===== config.mk =====
export PLATFORM = sky130hd
export DESIGN_NAME = dcpsl_chan
export DESIGN_NICKNAME = d
export VERILOG_FILES = /design/src/rtl/core/dcpsl_pkg.sv /design/src/rtl/core/dcpsl_chan.sv
export SDC_FILE = /design/constraint.sdc
export NUM_CORES = 2
export LEC_CHECK = 0
export ABC_AREA = 1
export ABC_CLOCK_PERIOD_IN_PS = 40100
export BUFFER_PORTS_ARGS = -buffer_cell sky130_fd_sc_hd__buf_2
export CAP_MARGIN = 30
export CELL_PAD_IN_SITES_DETAIL_PLACEMENT = 1
export CELL_PAD_IN_SITES_GLOBAL_PLACEMENT = 2
export CORE_MARGIN = 3
export CORE_UTILIZATION = 43
export CTS_BUF_LIST = sky130_fd_sc_hd__clkbuf_4 sky130_fd_sc_hd__clkbuf_8
export CTS_CLUSTER_DIAMETER = 50
export DETAILED_ROUTE_END_ITERATION = 10
export PLACE_DENSITY_LB_ADDON = 0.1
export SETUP_SLACK_MARGIN = 0.3
export SLEW_MARGIN = 20
export SYNTH_ARGS = -nofsm -noshare
export SYNTH_HDL_FRONTEND = slang
export SYNTH_SLANG_ARGS = --single-unit

===== constraint.sdc =====
create_clock -name i_clk -period 40.1 [get_ports i_clk]
set_input_delay 2.005 -clock i_clk [delete_from_list [all_inputs] [get_ports i_clk]]
set_output_delay 2.005 -clock i_clk [all_outputs]
set_load 0.005 [all_outputs]

===== src/rtl/core/dcpsl_pkg.sv =====
// dcpsl_pkg: shared types and constants of the dual channel pid speed loop
// used by dcpsl_chan and dual_channel_pid_speed_loop, no dependencies

package dcpsl_pkg;

    localparam int COUNT_BITS_DEF     = 32;
    localparam int GAIN_FRAC_BITS_DEF = 8;

    localparam int COUNT_IN_W = 32;
    localparam int TARGET_W   = 16;
    localparam int SPEED_W    = 16;
    localparam int DRIVE_W    = 8;
    localparam int GAIN_W     = 16;
    localparam int ERR_W      = 17;
    localparam int LAST_ERR_W = 18;
    localparam int INTEG_W    = 14;
    localparam int ACC_W      = 36;

    localparam int INTEG_LIMIT = 5000;
    localparam int DRIVE_LIMIT = 100;

    localparam int S_TDATA_W = 96;
    localparam int M_TDATA_W = 48;
    localparam int CFG_ADDR_W = 3;

    localparam logic signed [GAIN_W-1:0] KP_RESET = 16'sd512;
    localparam logic signed [GAIN_W-1:0] KI_RESET = 16'sd0;
    localparam logic signed [GAIN_W-1:0] KD_RESET = 16'sd0;

    typedef enum logic [CFG_ADDR_W-1:0] {
        REG_LEFT_KP  = 3'd0,
        REG_LEFT_KI  = 3'd1,
        REG_LEFT_KD  = 3'd2,
        REG_RIGHT_KP = 3'd3,
        REG_RIGHT_KI = 3'd4,
        REG_RIGHT_KD = 3'd5
    } t_cfg_reg;

    typedef struct packed {
        logic signed [GAIN_W-1:0] kp;
        logic signed [GAIN_W-1:0] ki;
        logic signed [GAIN_W-1:0] kd;
    } t_gains;

endpackage


===== src/rtl/core/dcpsl_chan.sv =====
// dcpsl_chan: one channel of the speed loop, speed measurement, pid and state
// depends on dcpsl_pkg

module dcpsl_chan #(
    parameter int COUNT_BITS     = dcpsl_pkg::COUNT_BITS_DEF,
    parameter int GAIN_FRAC_BITS = dcpsl_pkg::GAIN_FRAC_BITS_DEF
) (
    input  logic                                     i_clk,
    input  logic                                     i_rst_n,
    input  logic                                     i_step,
    input  logic                                     i_enable,
    input  logic signed [dcpsl_pkg::COUNT_IN_W-1:0]  i_count,
    input  logic signed [dcpsl_pkg::TARGET_W-1:0]    i_target,
    input  dcpsl_pkg::t_gains                        i_gains,
    output logic signed [dcpsl_pkg::DRIVE_W-1:0]     o_drive,
    output logic signed [dcpsl_pkg::SPEED_W-1:0]     o_speed
);
    import dcpsl_pkg::*;

    localparam logic signed [COUNT_BITS-1:0] SAT_HI = COUNT_BITS'(32767);
    localparam logic signed [COUNT_BITS-1:0] SAT_LO = COUNT_BITS'(-32768);
    localparam logic signed [LAST_ERR_W-1:0] INTEG_HI = LAST_ERR_W'(INTEG_LIMIT);
    localparam logic signed [LAST_ERR_W-1:0] INTEG_LO = LAST_ERR_W'(-INTEG_LIMIT);
    localparam logic signed [ACC_W-1:0] ROUND_ADJ = ACC_W'((64'd1 << GAIN_FRAC_BITS) - 64'd1);
    localparam logic signed [ACC_W-1:0] DRIVE_HI = ACC_W'(DRIVE_LIMIT);
    localparam logic signed [ACC_W-1:0] DRIVE_LO = ACC_W'(-DRIVE_LIMIT);

    logic signed [COUNT_BITS-1:0] r_prev_count, n_prev_count;
    logic signed [INTEG_W-1:0]    r_integ, n_integ;
    logic signed [LAST_ERR_W-1:0] r_last_err, n_last_err;
    logic signed [SPEED_W-1:0]    r_meas, n_meas;

    logic signed [63:0]           w_cur_ext;
    logic signed [COUNT_BITS-1:0] w_cur;
    logic signed [COUNT_BITS-1:0] w_diff;
    logic signed [SPEED_W-1:0]    w_speed;
    logic signed [ERR_W-1:0]      w_err;
    logic signed [LAST_ERR_W-1:0] w_deriv;
    logic signed [LAST_ERR_W-1:0] w_integ_sum;
    logic signed [INTEG_W-1:0]    w_integ;
    logic signed [32:0]           w_p_kp;
    logic signed [29:0]           w_p_ki;
    logic signed [33:0]           w_p_kd;
    logic signed [ACC_W-1:0]      w_acc;
    logic signed [ACC_W-1:0]      w_acc_adj;
    logic signed [ACC_W-1:0]      w_quot;
    logic signed [DRIVE_W-1:0]    w_drive;

    // wrapped count difference, saturated to 16 bits
    assign w_cur_ext = 64'(i_count);
    assign w_cur     = w_cur_ext[COUNT_BITS-1:0];
    assign w_diff    = w_cur - r_prev_count;

    always_comb begin
        priority if (w_diff > SAT_HI) begin
            w_speed = 16'sh7FFF;
        end else if (w_diff < SAT_LO) begin
            w_speed = 16'sh8000;
        end else begin
            w_speed = w_diff[SPEED_W-1:0];
        end
    end

    assign w_err       = ERR_W'(i_target) - ERR_W'(w_speed);
    assign w_deriv     = LAST_ERR_W'(w_err) - r_last_err;
    assign w_integ_sum = LAST_ERR_W'(r_integ) + LAST_ERR_W'(w_err);

    always_comb begin
        priority if (w_integ_sum > INTEG_HI) begin
            w_integ = INTEG_W'(INTEG_LIMIT);
        end else if (w_integ_sum < INTEG_LO) begin
            w_integ = INTEG_W'(-INTEG_LIMIT);
        end else begin
            w_integ = w_integ_sum[INTEG_W-1:0];
        end
    end

    assign w_p_kp = i_gains.kp * w_err;
    assign w_p_ki = i_gains.ki * w_integ;
    assign w_p_kd = i_gains.kd * w_deriv;
    assign w_acc  = ACC_W'(w_p_kp) + ACC_W'(w_p_ki) + ACC_W'(w_p_kd);

    // shift with truncation toward zero
    assign w_acc_adj = w_acc + (w_acc[ACC_W-1] ? ROUND_ADJ : '0);
    assign w_quot    = w_acc_adj >>> GAIN_FRAC_BITS;

    always_comb begin
        priority if (w_quot > DRIVE_HI) begin
            w_drive = DRIVE_W'(DRIVE_LIMIT);
        end else if (w_quot < DRIVE_LO) begin
            w_drive = DRIVE_W'(-DRIVE_LIMIT);
        end else begin
            w_drive = w_quot[DRIVE_W-1:0];
        end
    end

    assign o_drive = i_enable ? w_drive : '0;
    assign o_speed = i_enable ? w_speed : r_meas;

    always_comb begin
        n_prev_count = r_prev_count;
        n_integ      = r_integ;
        n_last_err   = r_last_err;
        n_meas       = r_meas;
        if (i_step) begin
            n_prev_count = w_cur;
            if (i_enable) begin
                n_integ    = w_integ;
                n_last_err = LAST_ERR_W'(w_err);
                n_meas     = w_speed;
            end else begin
                n_integ = '0;
            end
        end
    end

    always_ff @(posedge i_clk) begin
        if (!i_rst_n) begin
            r_prev_count <= '0;
            r_integ      <= '0;
            r_last_err   <= '0;
            r_meas       <= '0;
        end else begin
            r_prev_count <= n_prev_count;
            r_integ      <= n_integ;
            r_last_err   <= n_last_err;
            r_meas       <= n_meas;
        end
    end

endmodule


==> flow_summary.yaml <==
setup_path:
  critPathKind: "in2out"
  crit_required_ns: 38.10
  slowest_stage: "fa_1"
  worstSetupEndpointType: "output port"
  arrival_ns: 19.68
  max_stage_delay_ns: 0.66
  cpMostUsedCell: "nand2_1"
  start_kind: "input pin"
  crit_fanout: 17
detailed_routing:
  wl_per_cell_um: 23.0
  finalWirelength_um: 152000
  antenna_left: 0
  vias_per_cell: 5.24
  via_count: 34552
  drc: 0
  drtIter0Drc: 2242
  drt_first_pass_iters: 5
grt:
  grt_pass1_wl_um: 233000
  grtUsageTotal_pct: 31.6
  grt_pass1_vias: 37705
  gr-total-overflow: 0
  grt_antenna_before_repair: 2
  grt_start_max_net_pins: 54
cts:
  clk_pin_slew_worst_paths_ns: 0.12
  cts_tree: "yes"
  cts-htree-levels: 3
  ctsResizeCount: 0
  root_buffer: "clkbuf_8"
  clockBufferDepth: 2
  cts_buffers: 9
  clkSinkCount: 79
  post-cts-setup-buffers: 0
  clkLatencyLatePin_ns: 0.46
  cts_hold_buffers: 0
logic_synthesis:
  synth_seq_area_share_pct: 3.86
  ys_seq_elements: 79
  synthTopCellsByArea: "fa_1, inv_1, nand2_1"
  synth_edf_count: 0
  muxShareOfSynthArea_pct: 0
  synth_fa_ha_area_share_pct: 54.5
  synthCells: 5322
  async_flop_share_pct: 0
  synth-compound-area-share_pct: 5.27
  syn_nets: 6638
  synth-simple-area-share_pct: 19.6
  ys_warn_count: 0
  postSynthAreaPerCell_um2: 7.70
  synth_xor_area_share_pct: 1.53
  synth_top_family_by_area: "adder cells"
  syn_area_mm2: 0.0410
  ys.flop_type: "dfxtp_1"
  synth_top_area_share_pct: 46.4
  synth_cell_types: 53
  synth_top_area_cell: "fa_1"
floorplanning:
  start_util_pct: 43.7
  chipHeight_um: 315
  die-area_mm2: 0.0991
  rows: 112
  die_w_um: 315
  pin_count: 124
  coreArea_mm2: 0.0939
timing:
  timing.fmax_mhz: 46.1
  rsz0062_at_grt: "no"
  period_needed_ns: 21.69
  slew_headroom_pct: 39.9
  clock_skew_ns: 0.0317
  hold_viol_final: 0
  post-route-period-util_pct: 54.1
  slew_viol_final: 0
  tns_ns: 0
  setup_viol: 0
  worstMarginPinSlew_ns: 0.900
placed_design:
  port_buffers: 123
  place.gp.congestion: 0.932
  dpl.hpwl_um: 136000
layout:
  drive_above_1_share_pct: 5.52
  area_growth_pct: 4.86
  nNetsFinal: 6656
run_status:
  outcome: "finished clean"
min_path:
  worstHoldPathType: "reg2reg"
job:
  cap_viol_max_count: 0
## through the flow
stage          std cells  area, um2  setup WS, ns  hold WS, ns  utilization, %
2_1_floorplan       5322      41000         21.72        0.437               -
3_3_place_gp        6582      42800         19.05        0.447            45.6
3_5_place_dp        6582      42800         18.60        0.456            45.6
4_1_cts             6598      43000         18.52        0.475            45.8
5_1_grt             6599      43000         16.78        0.491            45.8
6_report            6600      43000         18.41        0.470            45.8
## cell type report
| type | count | area [um2] |
|---|---|---|
| timing repair buffer | 157 | 878 |
| multi-input combinational | 3603 | 33200 |
| inverter | 1490 | 5600 |
| fill | 11836 | 50900 |
| clock buffer | 9 | 124 |
| clock inverter | 7 | 61.3 |
| antenna | 1 | 2.50 |
| sequential | 79 | 1580 |
| tap | 1254 | 1570 |
## critical path, delay by kind of cell
kind	cells	cell delay, ns
AND/OR/NAND/NOR	55	6.69
adder cells (fa/ha/maj)	16	6.55
buffers and inverters	20	2.63
AO/OA/AOI/OAI	9	1.76
## sequential cells by signal, summed over array words and instances, names as in the netlist
| name | cells |
|---|---|
| r_prev_count | 32 |
| r_last_err | 17 |
| r_meas | 16 |
| r_integ | 14 |
## routing by layer
metal	vias up	GRT usage (%)	wire length (um)
li1	15474	-	-
met2	877	52.1	71000
met3	162	4.31	8600
met1	18039	44.2	68300
met4	0	7.37	4230
met5	-	0	0
## cell usage after synthesis (5+ instances only)
master / n
nand3b_1: 20
nor3_1: 27
o21ai_2: 6
nor2_2: 18
nand2_2: 33
xor2_1: 41
nand3_2: 9
o21bai_1: 14
or2_2: 17
dfxtp_1: 79
a31oi_1: 5
a21o_1: 9
fa_1: 949
xnor2_1: 17
nand2_1: 1131
o21ai_1: 5
a21oi_1: 193
clkbuf_1: 106
nand3_1: 172
nor4_1: 7
nor2_1: 434
inv_1: 1475
ha_1: 267
o21ai_0: 118
buf_4: 7
inv_2: 13
a21oi_2: 5
buf_1: 13
nand2_4: 6
buf_2: 21
o211ai_1: 16
o21a_1: 5
nand4_1: 47
## cell usage in the layout, fill, tap and decap left out, drive strengths merged, types with 7 or more instances in the layout
cell    instances
nand2        1170
clkbuf          9
nor4            7
a21o            9
ha            267
o211ai         16
dfxtp          79
xor2           46
xnor2          18
nor3           28
nand4          47
o21bai         14
o21ai         129
a21oi         198
buf           157
nor2          454
or2            18
inv          1494
nand3b         20
fa            949
nand3         181
## cell families after synthesis
family / count (synthesis)
simple gates: 1932
buf+inv: 1640
flops: 79
compound gates: 391
fa+ha+maj: 1216
xor+xnor: 64
## path summary, 6_finish.rpt
kind | start | end | slack [ns] | cells after the start
worst min register to register | r_prev_count[9] | r_prev_count[9] | 0.47 | 2
worst max register to register | r_prev_count[0] | r_integ[9] | 31.20 | 56
worst min-delay path | r_prev_count[9] | r_prev_count[9] | 0.47 | 2
worst max-delay path | i_count[0] | o_drive[1] | 18.41 | 100
Power is left out: the tool's default activity adds up to more than one toggle a clock period on the data nets, which glitch-free logic cannot reach.
